$ cat config.mk
export PLATFORM = sky130hd
export DESIGN_NAME = fan_curve_duty_controller_flat
export DESIGN_NICKNAME = d
export VERILOG_FILES = /design/src/rtl/core/fcdc_pkg.sv /design/src/rtl/core/fcdc_stream_if.sv /design/src/rtl/core/fan_curve_duty_controller.sv /design/src/rtl/core/fcdc_front.sv /design/src/rtl/core/fcdc_queue.sv /design/src/rtl/core/fcdc_back.sv /design/src/flat_wrapper.sv
export SDC_FILE = /design/constraint.sdc
export NUM_CORES = 1
export LEC_CHECK = 0
export ABC_AREA = 1
export BUFFER_PORTS_ARGS = -buffer_cell sky130_fd_sc_hd__buf_2
export CORE_MARGIN = 1.5
export CORE_UTILIZATION = 60
export CTS_BUF_LIST = sky130_fd_sc_hd__clkbuf_16
export CTS_CLUSTER_DIAMETER = 80
export DETAILED_ROUTE_END_ITERATION = 10
export PLACE_DENSITY = 0.79
export SLEW_MARGIN = 25
export SYNTH_ARGS = -nofsm -noshare
export SYNTH_HDL_FRONTEND = slang
export SYNTH_SLANG_ARGS = --single-unit
$ cat constraint.sdc
create_clock -name clk -period 7.1 [get_ports clk]
set_input_delay 1.065 -clock clk [delete_from_list [all_inputs] [get_ports clk]]
set_output_delay 1.065 -clock clk [all_outputs]
set_load 0.005 [all_outputs]
$ cat src/rtl/core/fcdc_pkg.sv
// ----------------------------------------------------------------------------
// fcdc_pkg: shared types and constants of the fan curve duty controller
// Request payloads, result codes, register indexes and the curve bundle.
// ----------------------------------------------------------------------------
`default_nettype none

package fcdc_pkg;

	localparam logic [6:0] FULL_DUTY = 7'd100;

	localparam logic [2:0] REASON_INTERP   = 3'd0;
	localparam logic [2:0] REASON_BELOW    = 3'd1;
	localparam logic [2:0] REASON_ABOVE    = 3'd2;
	localparam logic [2:0] REASON_NO_TEMP  = 3'd3;
	localparam logic [2:0] REASON_SILENCE  = 3'd4;

	localparam logic [2:0] REG_POINT_COUNT   = 3'd0;
	localparam logic [2:0] REG_POINT_TEMPS   = 3'd1;
	localparam logic [2:0] REG_POINT_DUTIES  = 3'd2;
	localparam logic [2:0] REG_SKIP_MASK0    = 3'd3;
	localparam logic [2:0] REG_SKIP_MASK1    = 3'd4;
	localparam logic [2:0] REG_SILENCE_LIMIT = 3'd5;
	localparam logic [2:0] REG_PROFILE_EN    = 3'd6;

	localparam logic [15:0] SILENCE_RESET = 16'd60;

	localparam int QUEUE_DEPTH = 2;

	typedef struct packed {
		logic       func;
		logic       slot;
		logic [5:0] channel;
		logic [7:0] temp_value;
		logic       parse_ok;
		logic       last_in_report;
		logic       sensor_unreliable;
	} item_t;

	typedef struct packed {
		logic [6:0] duty_percent;
		logic [2:0] duty_reason;
	} result_t;

	typedef struct packed {
		logic [2:0]  index;
		logic [63:0] value;
	} cfg_req_t;

	// fixed = result already decided by the front; otherwise evaluate the curve at temp
	typedef struct packed {
		logic       fixed;
		result_t    res;
		logic [7:0] temp;
	} entry_t;

	typedef struct packed {
		logic [3:0]      point_count;
		logic [7:0][7:0] temps;
		logic [7:0][7:0] duties;
	} curve_t;

	function automatic logic [6:0] sat_duty(input logic [7:0] d);
		sat_duty = (d > 8'(FULL_DUTY)) ? FULL_DUTY : d[6:0];
	endfunction

endpackage

`default_nettype wire

$ cat src/rtl/core/fcdc_stream_if.sv
// ----------------------------------------------------------------------------
// fcdc_stream_if: valid/ready channel
// Carries one request of payload type T per handshake.
// ----------------------------------------------------------------------------
`default_nettype none

interface fcdc_stream_if #(
	parameter type T = logic
) ();
	logic valid;
	logic ready;
	T     data;

	modport source (output valid, output data, input ready);
	modport sink (input valid, input data, output ready);
endinterface

`default_nettype wire

$ cat src/rtl/core/fan_curve_duty_controller.sv
// ----------------------------------------------------------------------------
// fan_curve_duty_controller: piecewise linear fan curve with silence watchdog
// Temperature reports in, fan duty results out, seven configuration registers.
// ----------------------------------------------------------------------------
// Ticks and readings are taken one per cycle while the two-entry job queue
// has room. A result decided by the front (silence timeout, no temperature,
// unreliable sensors) is queued, then registered in the back before it is offered.
// A curve lookup is run by the back sequencer: it compares one point per cycle
// (the walk stops at the first point above the temperature, or after the
// last of point_count points, capped at MAX_POINTS and at eight), then for an
// interpolated duty a multiply step, a bit-serial divide of 17 quotient bits
// and a finish step. Below the first point or above the last the result skips
// these steps. The back starts its next job only once its result has moved
// to the output register, which holds it until taken while the front keeps
// filling the queue. The configuration port is always ready.
`default_nettype none

module fan_curve_duty_controller #(
	parameter int NUM_SLOTS    = 2,
	parameter int MAX_POINTS   = 8,
	parameter int NUM_CHANNELS = 64,
	parameter int TEMP_BITS    = 8
) (
	input wire            clk,
	input wire            arst_n,
	fcdc_stream_if.sink   reading,
	fcdc_stream_if.source result,
	fcdc_stream_if.sink   cfg
);

	logic              item_fire;
	logic              cfg_fire;
	logic              push;
	fcdc_pkg::entry_t  push_entry;
	fcdc_pkg::curve_t  curve;
	logic              q_full;
	logic              q_valid;
	fcdc_pkg::entry_t  q_entry;
	logic              q_pop;
	logic              out_valid;
	fcdc_pkg::result_t out_data;

	assign reading.ready = !q_full;
	assign cfg.ready     = 1'b1;
	assign item_fire     = reading.valid && !q_full;
	assign cfg_fire      = cfg.valid;
	assign result.valid  = out_valid;
	assign result.data   = out_data;

	fcdc_front #(
		.NUM_SLOTS    (NUM_SLOTS),
		.NUM_CHANNELS (NUM_CHANNELS),
		.TEMP_BITS    (TEMP_BITS)
	) u_front (
		.clk       (clk),
		.arst_n    (arst_n),
		.item_fire (item_fire),
		.item      (reading.data),
		.cfg_fire  (cfg_fire),
		.cfg_req   (cfg.data),
		.push      (push),
		.entry     (push_entry),
		.curve     (curve)
	);

	fcdc_queue u_queue (
		.clk        (clk),
		.arst_n     (arst_n),
		.push       (push),
		.push_entry (push_entry),
		.full       (q_full),
		.pop_valid  (q_valid),
		.pop_entry  (q_entry),
		.pop        (q_pop)
	);

	fcdc_back #(
		.MAX_POINTS (MAX_POINTS)
	) u_back (
		.clk       (clk),
		.arst_n    (arst_n),
		.q_valid   (q_valid),
		.q_entry   (q_entry),
		.q_pop     (q_pop),
		.curve     (curve),
		.out_valid (out_valid),
		.out_data  (out_data),
		.out_ready (result.ready)
	);

endmodule

`default_nettype wire

$ cat src/rtl/core/fcdc_front.sv
// ----------------------------------------------------------------------------
// fcdc_front: register file, report tracking and watchdog
// Accepts readings and ticks, updates state and queues one job per result.
// ----------------------------------------------------------------------------
`default_nettype none

module fcdc_front #(
	parameter int NUM_SLOTS    = 2,
	parameter int NUM_CHANNELS = 64,
	parameter int TEMP_BITS    = 8
) (
	input  wire                     clk,
	input  wire                     arst_n,
	input  wire                     item_fire,
	input  wire fcdc_pkg::item_t    item,
	input  wire                     cfg_fire,
	input  wire fcdc_pkg::cfg_req_t cfg_req,
	output logic                    push,
	output fcdc_pkg::entry_t        entry,
	output fcdc_pkg::curve_t        curve
);

	localparam int         TOP_INT  = (TEMP_BITS >= 8) ? 255 : (1 << TEMP_BITS) - 1;
	localparam logic [7:0] TEMP_TOP = 8'(TOP_INT);

	logic [3:0]  point_count_q;
	logic [63:0] point_temps_q;
	logic [63:0] point_duties_q;
	logic [63:0] mask0_q;
	logic [63:0] mask1_q;
	logic [15:0] limit_q;
	logic        enable_q;
	logic [7:0]  report_max_q;
	logic        report_good_q;
	logic [7:0]  slot_max_q [NUM_SLOTS];
	logic        have_q;
	logic [15:0] sec_q;
	logic        armed_q;

	logic [7:0]  temp_sat;
	logic        slot_ok;
	logic        chan_ok;
	logic        skip;
	logic        counted;
	logic [7:0]  rmax_new;
	logic        good_new;
	logic        store;
	logic [7:0]  slot_new [NUM_SLOTS];
	logic [7:0]  hot;
	logic        have_new;
	logic [15:0] sec_inc;
	logic        timeout;
	logic        arm_write;
	logic        enable_new;

	always_comb begin
		temp_sat = (item.temp_value > TEMP_TOP) ? TEMP_TOP : item.temp_value;
		slot_ok  = int'(item.slot) < NUM_SLOTS;
		chan_ok  = int'(item.channel) < NUM_CHANNELS;
		skip     = item.slot ? mask1_q[item.channel] : mask0_q[item.channel];
		counted  = item.parse_ok && slot_ok && chan_ok && !skip;
		rmax_new = (counted && temp_sat > report_max_q) ? temp_sat : report_max_q;
		good_new = report_good_q || counted;
		store    = !item.func && item.last_in_report && good_new && slot_ok;
		hot      = 8'd0;
		for (int s = 0; s < NUM_SLOTS; s++) begin
			slot_new[s] = (store && int'(item.slot) == s) ? rmax_new : slot_max_q[s];
			if (slot_new[s] > hot) begin
				hot = slot_new[s];
			end
		end
		have_new = have_q || store;
		sec_inc  = (sec_q == 16'hFFFF) ? sec_q : sec_q + 16'd1;
		timeout  = armed_q && (sec_inc > limit_q);

		push = item_fire && (item.func ? timeout : (item.last_in_report && armed_q));

		entry.temp = hot;
		if (item.func) begin
			entry.fixed            = 1'b1;
			entry.res.duty_percent = fcdc_pkg::FULL_DUTY;
			entry.res.duty_reason  = fcdc_pkg::REASON_SILENCE;
		end else if (!have_new || item.sensor_unreliable) begin
			entry.fixed            = 1'b1;
			entry.res.duty_percent = fcdc_pkg::FULL_DUTY;
			entry.res.duty_reason  = fcdc_pkg::REASON_NO_TEMP;
		end else begin
			entry.fixed            = 1'b0;
			entry.res.duty_percent = fcdc_pkg::FULL_DUTY;
			entry.res.duty_reason  = fcdc_pkg::REASON_INTERP;
		end

		arm_write  = (cfg_req.index == fcdc_pkg::REG_POINT_COUNT) ||
		             (cfg_req.index == fcdc_pkg::REG_POINT_TEMPS) ||
		             (cfg_req.index == fcdc_pkg::REG_POINT_DUTIES) ||
		             (cfg_req.index == fcdc_pkg::REG_PROFILE_EN);
		enable_new = (cfg_req.index == fcdc_pkg::REG_PROFILE_EN) ? cfg_req.value[0] : enable_q;

		curve.point_count = point_count_q;
		curve.temps       = point_temps_q;
		curve.duties      = point_duties_q;
	end

	always_ff @(posedge clk or negedge arst_n) begin
		if (!arst_n) begin
			point_count_q  <= '0;
			point_temps_q  <= '0;
			point_duties_q <= '0;
			mask0_q        <= '0;
			mask1_q        <= '0;
			limit_q        <= fcdc_pkg::SILENCE_RESET;
			enable_q       <= 1'b0;
			report_max_q   <= '0;
			report_good_q  <= 1'b0;
			for (int s = 0; s < NUM_SLOTS; s++) begin
				slot_max_q[s] <= '0;
			end
			have_q  <= 1'b0;
			sec_q   <= '0;
			armed_q <= 1'b0;
		end else begin
			if (item_fire) begin
				if (item.func) begin
					if (armed_q) begin
						sec_q <= sec_inc;
						if (timeout) begin
							armed_q <= 1'b0;
						end
					end
				end else if (item.last_in_report) begin
					report_max_q  <= '0;
					report_good_q <= 1'b0;
					if (store) begin
						have_q <= 1'b1;
						sec_q  <= '0;
						for (int s = 0; s < NUM_SLOTS; s++) begin
							slot_max_q[s] <= slot_new[s];
						end
					end
				end else begin
					report_max_q  <= rmax_new;
					report_good_q <= good_new;
				end
			end
			if (cfg_fire) begin
				case (cfg_req.index)
					fcdc_pkg::REG_POINT_COUNT:   point_count_q  <= cfg_req.value[3:0];
					fcdc_pkg::REG_POINT_TEMPS:   point_temps_q  <= cfg_req.value;
					fcdc_pkg::REG_POINT_DUTIES:  point_duties_q <= cfg_req.value;
					fcdc_pkg::REG_SKIP_MASK0:    mask0_q        <= cfg_req.value;
					fcdc_pkg::REG_SKIP_MASK1:    mask1_q        <= cfg_req.value;
					fcdc_pkg::REG_SILENCE_LIMIT: limit_q        <= cfg_req.value[15:0];
					fcdc_pkg::REG_PROFILE_EN:    enable_q       <= cfg_req.value[0];
					default: ;
				endcase
				if (arm_write) begin
					if (enable_new) begin
						if (!armed_q) begin
							sec_q <= '0;
						end
						armed_q <= 1'b1;
					end else begin
						armed_q <= 1'b0;
					end
				end
			end
		end
	end

endmodule

`default_nettype wire

$ cat src/rtl/core/fcdc_queue.sv
// ----------------------------------------------------------------------------
// fcdc_queue: short job queue between front and back
// Small FIFO; lets the front keep accepting while the back evaluates.
// ----------------------------------------------------------------------------
`default_nettype none

module fcdc_queue (
	input  wire                   clk,
	input  wire                   arst_n,
	input  wire                   push,
	input  wire fcdc_pkg::entry_t push_entry,
	output logic                  full,
	output logic                  pop_valid,
	output fcdc_pkg::entry_t      pop_entry,
	input  wire                   pop
);

	localparam int DEPTH = fcdc_pkg::QUEUE_DEPTH;
	localparam int PTR_W = (DEPTH > 1) ? $clog2(DEPTH) : 1;

	fcdc_pkg::entry_t mem_q [DEPTH];
	logic [PTR_W-1:0] wr_q;
	logic [PTR_W-1:0] rd_q;
	logic [PTR_W:0]   count_q;
	logic             do_push;
	logic             do_pop;

	always_comb begin
		full      = count_q == (PTR_W + 1)'(DEPTH);
		pop_valid = count_q != '0;
		pop_entry = mem_q[rd_q];
		do_push   = push && !full;
		do_pop    = pop && pop_valid;
	end

	always_ff @(posedge clk) begin
		if (do_push) begin
			mem_q[wr_q] <= push_entry;
		end
	end

	always_ff @(posedge clk or negedge arst_n) begin
		if (!arst_n) begin
			wr_q    <= '0;
			rd_q    <= '0;
			count_q <= '0;
		end else begin
			if (do_push) begin
				wr_q <= (wr_q == PTR_W'(DEPTH - 1)) ? '0 : wr_q + PTR_W'(1);
			end
			if (do_pop) begin
				rd_q <= (rd_q == PTR_W'(DEPTH - 1)) ? '0 : rd_q + PTR_W'(1);
			end
			case ({do_push, do_pop})
				2'b10:   count_q <= count_q + (PTR_W + 1)'(1);
				2'b01:   count_q <= count_q - (PTR_W + 1)'(1);
				default: count_q <= count_q;
			endcase
		end
	end

endmodule

`default_nettype wire

$ cat src/rtl/core/fcdc_back.sv
// ----------------------------------------------------------------------------
// fcdc_back: curve walk, interpolation and result register
// Walks points one per cycle, multiplies once, divides one bit per cycle.
// ----------------------------------------------------------------------------
`default_nettype none

module fcdc_back #(
	parameter int MAX_POINTS = 8
) (
	input  wire                   clk,
	input  wire                   arst_n,
	input  wire                   q_valid,
	input  wire fcdc_pkg::entry_t q_entry,
	output logic                  q_pop,
	input  wire fcdc_pkg::curve_t curve,
	output logic                  out_valid,
	output fcdc_pkg::result_t     out_data,
	input  wire                   out_ready
);

	localparam logic [3:0] NP    = 4'((MAX_POINTS < 8) ? MAX_POINTS : 8);
	localparam int         DVD_W = 17;

	typedef enum logic [2:0] {S_IDLE, S_WALK, S_MUL, S_DIV, S_FIN, S_DONE} state_t;

	state_t            state_q;
	logic              out_valid_q;
	fcdc_pkg::result_t out_data_q;
	fcdc_pkg::result_t res_q;
	logic [7:0]        temp_q;
	logic [3:0]        idx_q;
	logic signed [8:0] dd_q;
	logic [7:0]        dt_q;
	logic [7:0]        den_q;
	logic [7:0]        d0_q;
	logic              neg_q;
	logic [9:0]        rem_q;
	logic [DVD_W-1:0]  qd_q;
	logic [4:0]        cnt_q;

	logic [3:0]         n_lim;
	logic [7:0]         t_cur;
	logic [7:0]         t_prev;
	logic [7:0]         d_cur;
	logic [7:0]         d_prev;
	logic signed [17:0] prod;
	logic signed [18:0] v;
	logic [18:0]        dvd;
	logic [8:0]         dsor;
	logic [9:0]         rsh;
	logic               ge;
	logic [18:0]        sq;
	logic [18:0]        sum;
	logic [6:0]         duty_fin;

	always_comb begin
		n_lim  = (curve.point_count > NP) ? NP : curve.point_count;
		t_cur  = curve.temps[idx_q[2:0]];
		t_prev = curve.temps[idx_q[2:0] - 3'd1];
		d_cur  = curve.duties[idx_q[2:0]];
		d_prev = curve.duties[idx_q[2:0] - 3'd1];
		dsor   = {den_q, 1'b0};
		prod   = dd_q * $signed({1'b0, dt_q});
		v      = (19'(prod) <<< 1) + $signed({11'b0, den_q});
		// floor division: negative numerators use the ceiling of the magnitude
		dvd    = v[18] ? (~19'(v) + {10'b0, dsor}) : 19'(v);
		rsh    = {rem_q[8:0], qd_q[DVD_W-1]};
		ge     = rsh >= {1'b0, dsor};
		sq     = neg_q ? (~{2'b0, qd_q} + 19'd1) : {2'b0, qd_q};
		sum    = {11'b0, d0_q} + sq;
		if (sum[18]) begin
			duty_fin = 7'd0;
		end else if (sum > 19'(fcdc_pkg::FULL_DUTY)) begin
			duty_fin = fcdc_pkg::FULL_DUTY;
		end else begin
			duty_fin = sum[6:0];
		end
		q_pop     = (state_q == S_IDLE) && q_valid;
		out_valid = out_valid_q;
		out_data  = out_data_q;
	end

	always_ff @(posedge clk or negedge arst_n) begin
		if (!arst_n) begin
			state_q     <= S_IDLE;
			out_valid_q <= 1'b0;
		end else begin
			if (out_valid_q && out_ready) begin
				out_valid_q <= 1'b0;
			end
			case (state_q)
				S_IDLE: begin
					if (q_valid) begin
						if (q_entry.fixed) begin
							res_q   <= q_entry.res;
							state_q <= S_DONE;
						end else begin
							temp_q  <= q_entry.temp;
							idx_q   <= '0;
							state_q <= S_WALK;
						end
					end
				end
				S_WALK: begin
					if (idx_q == n_lim) begin
						res_q.duty_percent <= fcdc_pkg::FULL_DUTY;
						res_q.duty_reason  <= fcdc_pkg::REASON_ABOVE;
						state_q            <= S_DONE;
					end else if (t_cur > temp_q) begin
						if (idx_q == 4'd0) begin
							res_q.duty_percent <= fcdc_pkg::sat_duty(d_cur);
							res_q.duty_reason  <= fcdc_pkg::REASON_BELOW;
							state_q            <= S_DONE;
						end else begin
							dd_q    <= $signed({1'b0, d_cur}) - $signed({1'b0, d_prev});
							dt_q    <= temp_q - t_prev;
							den_q   <= t_cur - t_prev;
							d0_q    <= d_prev;
							state_q <= S_MUL;
						end
					end else begin
						idx_q <= idx_q + 4'd1;
					end
				end
				S_MUL: begin
					neg_q   <= v[18];
					qd_q    <= dvd[DVD_W-1:0];
					rem_q   <= '0;
					cnt_q   <= '0;
					state_q <= S_DIV;
				end
				S_DIV: begin
					rem_q <= ge ? (rsh - {1'b0, dsor}) : rsh;
					qd_q  <= {qd_q[DVD_W-2:0], ge};
					cnt_q <= cnt_q + 5'd1;
					if (cnt_q == 5'(DVD_W - 1)) begin
						state_q <= S_FIN;
					end
				end
				S_FIN: begin
					res_q.duty_percent <= duty_fin;
					res_q.duty_reason  <= fcdc_pkg::REASON_INTERP;
					state_q            <= S_DONE;
				end
				S_DONE: begin
					if (!out_valid_q || out_ready) begin
						out_valid_q <= 1'b1;
						out_data_q  <= res_q;
						state_q     <= S_IDLE;
					end
				end
				default: state_q <= S_IDLE;
			endcase
		end
	end

	a_duty_range: assert property (@(posedge clk) disable iff (!arst_n)
		out_valid_q |-> out_data_q.duty_percent <= fcdc_pkg::FULL_DUTY)
		else $error("duty above full scale");

	a_div_count: assert property (@(posedge clk) disable iff (!arst_n)
		(state_q == S_DIV) |-> cnt_q < 5'(DVD_W))
		else $error("divide step count overrun");

	a_div_rem: assert property (@(posedge clk) disable iff (!arst_n)
		(state_q == S_DIV) |-> rem_q < {1'b0, dsor})
		else $error("partial remainder not below divisor");

	a_walk_idx: assert property (@(posedge clk) disable iff (!arst_n)
		(state_q == S_WALK) |-> idx_q <= n_lim)
		else $error("curve walk past last point");

endmodule

`default_nettype wire

$ cat src/flat_wrapper.sv
// flat-port wrapper written by rule: the top's interface ports become plain ports
module fan_curve_duty_controller_flat 
#(
	parameter int NUM_SLOTS    = 2,
	parameter int MAX_POINTS   = 8,
	parameter int NUM_CHANNELS = 64,
	parameter int TEMP_BITS    = 8
)
  (clk, arst_n, reading_valid, reading_data, reading_ready, result_valid, result_data, result_ready, cfg_valid, cfg_data, cfg_ready);
  fcdc_stream_if #(.T(fcdc_pkg::item_t)) reading_i ();
  fcdc_stream_if #(.T(fcdc_pkg::result_t)) result_i ();
  fcdc_stream_if #(.T(fcdc_pkg::cfg_req_t)) cfg_i ();
  input wire clk;
  input wire arst_n;
  input wire logic [$bits(reading_i.valid)-1:0] reading_valid;
  input wire logic [$bits(reading_i.data)-1:0] reading_data;
  output wire logic [$bits(reading_i.ready)-1:0] reading_ready;
  output wire logic [$bits(result_i.valid)-1:0] result_valid;
  output wire logic [$bits(result_i.data)-1:0] result_data;
  input wire logic [$bits(result_i.ready)-1:0] result_ready;
  input wire logic [$bits(cfg_i.valid)-1:0] cfg_valid;
  input wire logic [$bits(cfg_i.data)-1:0] cfg_data;
  output wire logic [$bits(cfg_i.ready)-1:0] cfg_ready;
  assign reading_i.valid = reading_valid;
  assign reading_i.data = reading_data;
  assign reading_ready = reading_i.ready;
  assign result_valid = result_i.valid;
  assign result_data = result_i.data;
  assign result_i.ready = result_ready;
  assign cfg_i.valid = cfg_valid;
  assign cfg_i.data = cfg_data;
  assign cfg_ready = cfg_i.ready;
  fan_curve_duty_controller #(.NUM_SLOTS(NUM_SLOTS), .MAX_POINTS(MAX_POINTS), .NUM_CHANNELS(NUM_CHANNELS), .TEMP_BITS(TEMP_BITS)) u_core (.clk(clk), .arst_n(arst_n), .reading(reading_i), .result(result_i), .cfg(cfg_i));
endmodule
; ---- Word-level counts from Yosys, hierarchy flattened
; Memory sizes are Yosys's and may differ from the RTL's.
; Cells that the tools add are included.
[classes]
muxes = 79
mul = 1
bitwise = 7
n_reduce_logical = 50
n_eq_ne = 26
n_lt_le_gt_ge = 13
add_sub_neg = 16
[op_table]
columns = cell, count
row1 = $mux W16, 10
row2 = $bmux W8 S3, 4
row3 = $mux W8, 11
row4 = $mux W10, 5
row5 = $pmux W17 S2, 1
row6 = $pmux W10 S3, 1
row7 = $gt A8 B8 Y1, 3
row8 = $mux W11, 2
row9 = $mux W3, 7
row10 = $mux W7, 3
row11 = $mux W1, 20
row12 = $mux W4, 5
row13 = $add A19 B1 Y19 const B, 1
row14 = $add A19 B9 Y19, 1
row15 = $add A8 B19 Y19, 1
row16 = $gt A19 B7 Y1 const B, 1
row17 = $mux W19, 1
row18 = $not A17 Y19, 1
row19 = $mul A9 B9 Y18, 1
row20 = $pmux W3 S6, 1
row21 = $pmux W9 S2, 1
row22 = $reduce_and A2 Y1, 9
row23 = $add A17 B9 Y17, 1
row24 = $mux W17, 1
row25 = 47 further kinds, 100
[totals]
ram_bits = 38
n_memories = 1
output_inout_bits = 13
ff_bits = 425
word_cells = 226
[memory_table]
columns = name, words, width, rd, rd_clocked_by_memory_dff, wr, line
row1 = u_core.u_queue.mem_q, 2, 19, 1, 0, 1, fcdc_queue.sv:21  ; fcdc_pkg::entry_t mem_q [DEPTH];

; ---- Logic depth before layout (Yosys ltp)
[depth]
word_depth = 15
depth_mapped = 38
depth_no_buf = 37

; ---- By module
; From an unflattened synthesis, not the netlist that was laid out.
[unflattened]
hier_cells = 3934
hier_area_um2 = 29937.5
[by_module_without_submodules]
columns = mod, instances, cells_per_inst, area_each_um2
row1 = fcdc_front, 1, 1864, 15120.8
row2 = fcdc_back, 1, 1934, 13185.1
row3 = fcdc_queue, 1, 131, 1606.5
row4 = fan_curve_duty_controller, 1, 5, 25.0

; ---- Least setup slack after synthesis
; Ideal clock, no wire load.
[synth_path]
kind = flip-flop to flip-flop
from = register u_core.u_back.dt_q[2]
to = register u_core.u_back.qd_q[12], data pin
slack_ps = 1550
n_path_buf = 1
setup_time_ps = 252
required_time_ps = 6848
path_stages_with_launch = 31
arrival_time_ps = 5298
cell_sequence = edfxtp_1 -> clkbuf_1 -> nand2_1 -> fa_1 -> inv_1 -> fa_1 -> ha_1 -> inv_1 -> fa_1 -> fa_1 -> inv_1 -> ha_1 -> a21oi_1 -> nand2_1 -> nand2_1 -> inv_1 -> nor2_1 -> inv_1 -> ha_1 -> nand4_1 -> o21ai_0 -> inv_1 -> o21bai_1 -> nand2_1 -> nor2_1 -> nand2_1 -> xor2_1 -> nand2_1 -> nand2_1 -> nand2_1 -> nand2_1
[synth_between]
elab_chain_cells = 6
[synth_lines]
columns = element, line
row1 = from (decl), fcdc_back.sv:33  ; logic [7:0] dt_q;
row2 = from (signal assigned), fcdc_back.sv:116  ; dt_q <= temp_q - t_prev;
row3 = $mul A9 B9 Y18 (*), fcdc_back.sv:63  ; prod = dd_q * $signed({1'b0, dt_q});
row4 = $add A19 B9 Y19 (*), fcdc_back.sv:64  ; v = (19'(prod) <<< 1) + $signed({11'b0, den_q});
row5 = $not A17 Y17, fcdc_back.sv:66  ; dvd = v[18] ? (~19'(v) + {10'b0, dsor}) : 19'(v);
row6 = $add A17 B9 Y17, fcdc_back.sv:66
row7 = $mux W17 (*), fcdc_back.sv:66
row8 = $pmux W17 S2 (*), fcdc_back.sv:91  ; case (state_q)
row9 = to (signal assigned), fcdc_back.sv:127  ; qd_q <= dvd[DVD_W-1:0];
row10 = to (signal assigned), fcdc_back.sv:134  ; qd_q <= {qd_q[DVD_W-2:0], ge};
row11 = to (decl), fcdc_back.sv:38  ; logic [DVD_W-1:0] qd_q;
; Every way passes the cells marked *; elsewhere a longest branch is shown, timed or not.
; A chain may end at the register's enable or synchronous reset.

; ---- Worst setup path in the final report
[layout_path]
from = register u_core.u_back.dd_q[2]
to = register u_core.u_back.qd_q[14], data pin
[layout_between]
elab_chain_cells = 6
[layout_lines]
columns = element, line
row1 = from (decl), fcdc_back.sv:32  ; logic signed [8:0] dd_q;
row2 = from (signal assigned), fcdc_back.sv:115  ; dd_q <= $signed({1'b0, d_cur}) - $signed({1'b0, d_prev});
row3 = $mul A9 B9 Y18 (*), fcdc_back.sv:63
row4 = $add A19 B9 Y19 (*), fcdc_back.sv:64
row5 = $not A17 Y17, fcdc_back.sv:66
row6 = $add A17 B9 Y17, fcdc_back.sv:66
row7 = $mux W17 (*), fcdc_back.sv:66
row8 = $pmux W17 S2 (*), fcdc_back.sv:91
; Marks and branches as above.

==> impl_metrics.tcl <==
set metrics [dict create \
    status "complete, no violations" \
    dr.pass1.iters 5 \
    vias 25000 \
    final.fill_count 4031 \
    synthArstFlopShare_pct 73.4 \
    worstMarginPinSlew_ns 0.963 \
    critPathMaxStageDelay_ns 0.54 \
    r2r_slack_ns 1.21 \
    initial_core_util_pct 60.6 \
    htree_levels 2 \
    layout_min_cycle_time_ns 5.89 \
    cts.sinks 447 \
    cts.path.max_buffers 3 \
    fin_nets 4096 \
    fp.dieArea_mm2 0.0495 \
    viasPerCell 5.62 \
    ios 104 \
    finClkSkew_ns 0.0510 \
    synth_cell_types 52 \
    cp.required_ns 7.42 \
    worstSetupPathType "register to register" \
    core-area_mm2 0.0476 \
    clk_latency_ns 0.61 \
    setup_violations 0 \
    syn_to_final_growth_pct 8.36 \
    grt_pass1_wl_um 118000 \
    clkTransAtPathRegs_ns 0.06 \
    cts_setup_buffers 0 \
    placed_area_mm2 0.0297 \
    post_drt_wl_per_cell_um 16.1 \
    stdcell_area_mm2 0.0313 \
    drt_iter0_drc 2362 \
    ys_seq_area_share_pct 40.8 \
    io_buffers 102 \
    hpwl_um 51400 \
    synthCells 3797 \
    crit_path_end_kind "register" \
    drt_wl_total_um 71600 \
    hp-class "register to register" \
    synthFlopType "dfrtp_1" \
    slowest_stage "fa_1" \
    synth_edf_count 119 \
    drc 0 \
    fin_setup_tns_ns 0 \
    drv_cap 0 \
    rsz0062_at_grt "false" \
    antenna_found_initial 1 \
    grt_overflow 0 \
    n_antenna_cell 0 \
    drv_slew 0 \
    slew_headroom_pct 35.8 \
    period_share_pct 83.0 \
    drive_gt1_share_pct 6.72 \
    grt_pass1_vias 23100 \
    antenna_left 0 \
    crit_top_cell "nand2_1" \
    tritoncts "yes" \
    cts-root-buf "clkbuf_16" \
    cp-start-kind "register" \
    ys_warn_count 0 \
    avgSynthCellArea_um2 7.61 \
    final-hold-violation-count 0 \
    postLayoutCoreUtil_pct 65.7 \
    ys_seq_elements 447 \
    row_count 80 \
    crit_fanout 8 \
    grt_max_degree 129 \
    die-height_um 222 \
    numCtsBuffers 48 \
    dieWidth_um 222 \
    synth.cell_area_mm2 0.0289 \
    max_clock_freq_mhz 170 \
    place_congestion 0.947 \
    hold_buffers 0 \
    grt_util_all_layers_pct 29.3 \
    synthesis.nets 4091 \
    crit_arrival_ns 6.21 \
    cts_resized 0 \
]
[cell usage after synthesis, types with 5 or more instances]
| library cell | number | area, um2 |
|---|---|---|
| a31oi_1 | 14 | 87.6 |
| edfxtp_1 | 119 | 3570 |
| a211oi_1 | 9 | 67.6 |
| xnor2_1 | 21 | 184 |
| nand3_1 | 246 | 1230 |
| dfrtp_1 | 324 | 8110 |
| buf_2 | 33 | 165 |
| o2111ai_1 | 8 | 70.1 |
| buf_1 | 8 | 30.0 |
| inv_2 | 8 | 30.0 |
| clkbuf_1 | 120 | 450 |
| xor2_1 | 54 | 473 |
| o21bai_1 | 6 | 45.0 |
| nor2_2 | 8 | 50.1 |
| nand2_2 | 7 | 43.8 |
| inv_1 | 528 | 1980 |
| nand3b_1 | 8 | 60.1 |
| o21ai_1 | 14 | 70.1 |
| fa_1 | 67 | 1340 |
| buf_4 | 8 | 60.1 |
| o22ai_1 | 5 | 31.3 |
| and2_1 | 9 | 56.3 |
| nand2_1 | 1038 | 3900 |
| or2_2 | 6 | 37.5 |
| ha_1 | 136 | 1700 |
| nor2_1 | 195 | 732 |
| a21oi_1 | 171 | 856 |
| nor3_1 | 14 | 70.1 |
| nand4_1 | 34 | 213 |
| o211ai_1 | 14 | 105 |
| o21ai_0 | 522 | 2610 |
[logic make-up after synthesis]
group                      Yosys count  share of synthesized area (%)
and+or+nand+nor                   1585                           22.8
AOI/OAI and AO/OA                  776                           14.0
buffers and inverters              709                           9.53
DFF                                447                           40.8
adders and majority gates          203                           10.5
xor gates and xnor gates            75                           2.27
other                                1                         0.0130
muxes                                1                         0.0346
[layout make-up]
cell class / instances / area [um2] / area share, %
Clock inverter: 37 / 373 / 1.19
Inverter: 537 / 2020 / 6.44
Multi-Input combinational cell: 2641 / 14400 / 46.0
Clock buffer: 50 / 1250 / 4.00
Sequential cell: 447 / 11800 / 37.6
Timing Repair Buffer: 127 / 712 / 2.27
Tap cell: 615 / 769 / 2.46
[routing by layer]
layer / wire length (um) / track usage, % / vias to the layer above
met3: 4930 / 3.89 / 139
met1: 31100 / 40.9 / 11800
met4: 2490 / 11.2 / 0
met5: 0 / 0 / -
met2: 33100 / 46.9 / 875
li1: - / - / 12300
[path summary, 6_finish.rpt]
check                                       start                        endpoint  depth (start not counted)
max in group asynchronous                  arst_n      u_core.u_front.mask0_q[44]                          3
min reg2reg                u_core.u_back.res_q[7]       u_core.u_back.out_data[7]                          0
min in group asynchronous                  arst_n  u_core.u_front.report_max_q[2]                          1
max reg2reg                 u_core.u_back.dd_q[2]          u_core.u_back.qd_q[14]                         35
max                         u_core.u_back.dd_q[2]          u_core.u_back.qd_q[14]                         35
min                        u_core.u_back.res_q[7]       u_core.u_back.out_data[7]                          0
[layout by cell type, fill, tap and decap left out, drive strengths merged, types with 3 or more instances in the layout]
cell type / synthesis / routed
o2111ai: 8 / 8
o21ai: 536 / 536
and2: 9 / 9
nor4: 4 / 4
o211ai: 14 / 14
nand3b: 8 / 8
a211oi: 9 / 9
inv: 536 / 545
nand3: 251 / 251
clkinvlp: 0 / 3
a21oi: 173 / 173
o31ai: 3 / 3
dfstp: 4 / 4
clkinv: 1 / 21
a31oi: 14 / 14
or2: 7 / 7
ha: 136 / 136
bufinv: 0 / 5
nand2: 1048 / 1048
xnor2: 21 / 21
dfrtp: 324 / 324
nand4: 35 / 35
o21bai: 6 / 6
clkbuf: 120 / 50
o22ai: 5 / 5
fa: 67 / 67
buf: 52 / 127
nor2: 207 / 207
edfxtp: 119 / 119
xor2: 54 / 54
nor3: 15 / 15
[critical path: cells and delay by family, from the launching register on]
family,cells,cell delay (ns)
adder cells (fa/ha/maj),8,2.92
AND/OR/NAND/NOR,16,1.34
buffers and inverters,9,0.50
flip-flops,1,0.49
AO/OA/AOI/OAI,2,0.37
[flip-flops by register name, summed over array words and instances, names as in the netlist, 5 cells and up]
signal and flops:
u_core.u_front.mask0_q 64, u_core.u_front.mask1_q 64, u_core.u_front.point_duties_q 64, u_core.u_front.point_temps_q 64, u_core.u_queue.mem_q 22, u_core.u_back.qd_q 17, u_core.u_front.limit_q 16, u_core.u_front.sec_q 16
u_core.u_front.slot_max_q 16, u_core.u_back.out_data 10, u_core.u_back.res_q 10, u_core.u_back.dd_q 9, u_core.u_back.rem_q 9, u_core.u_back.d0_q 8, u_core.u_back.den_q 8, u_core.u_back.dt_q 8
u_core.u_back.temp_q 8, u_core.u_front.report_max_q 8, u_core.u_back.cnt_q 5
[metrics by stage]
step	worst slack [ns]	std cells	hold slack (ns)
6_report	1.21	4454	0.420
5_1_grt	0.632	4454	0.433
4_1_cts	1.20	4454	0.423
3_5_place_dp	1.20	4367	0.408
3_3_place_gp	1.29	4367	0.406
2_1_floorplan	1.55	3797	0.400
Power is left out: the tool's default activity adds up to more than one toggle a clock period on the data nets, which glitch-free logic cannot reach.
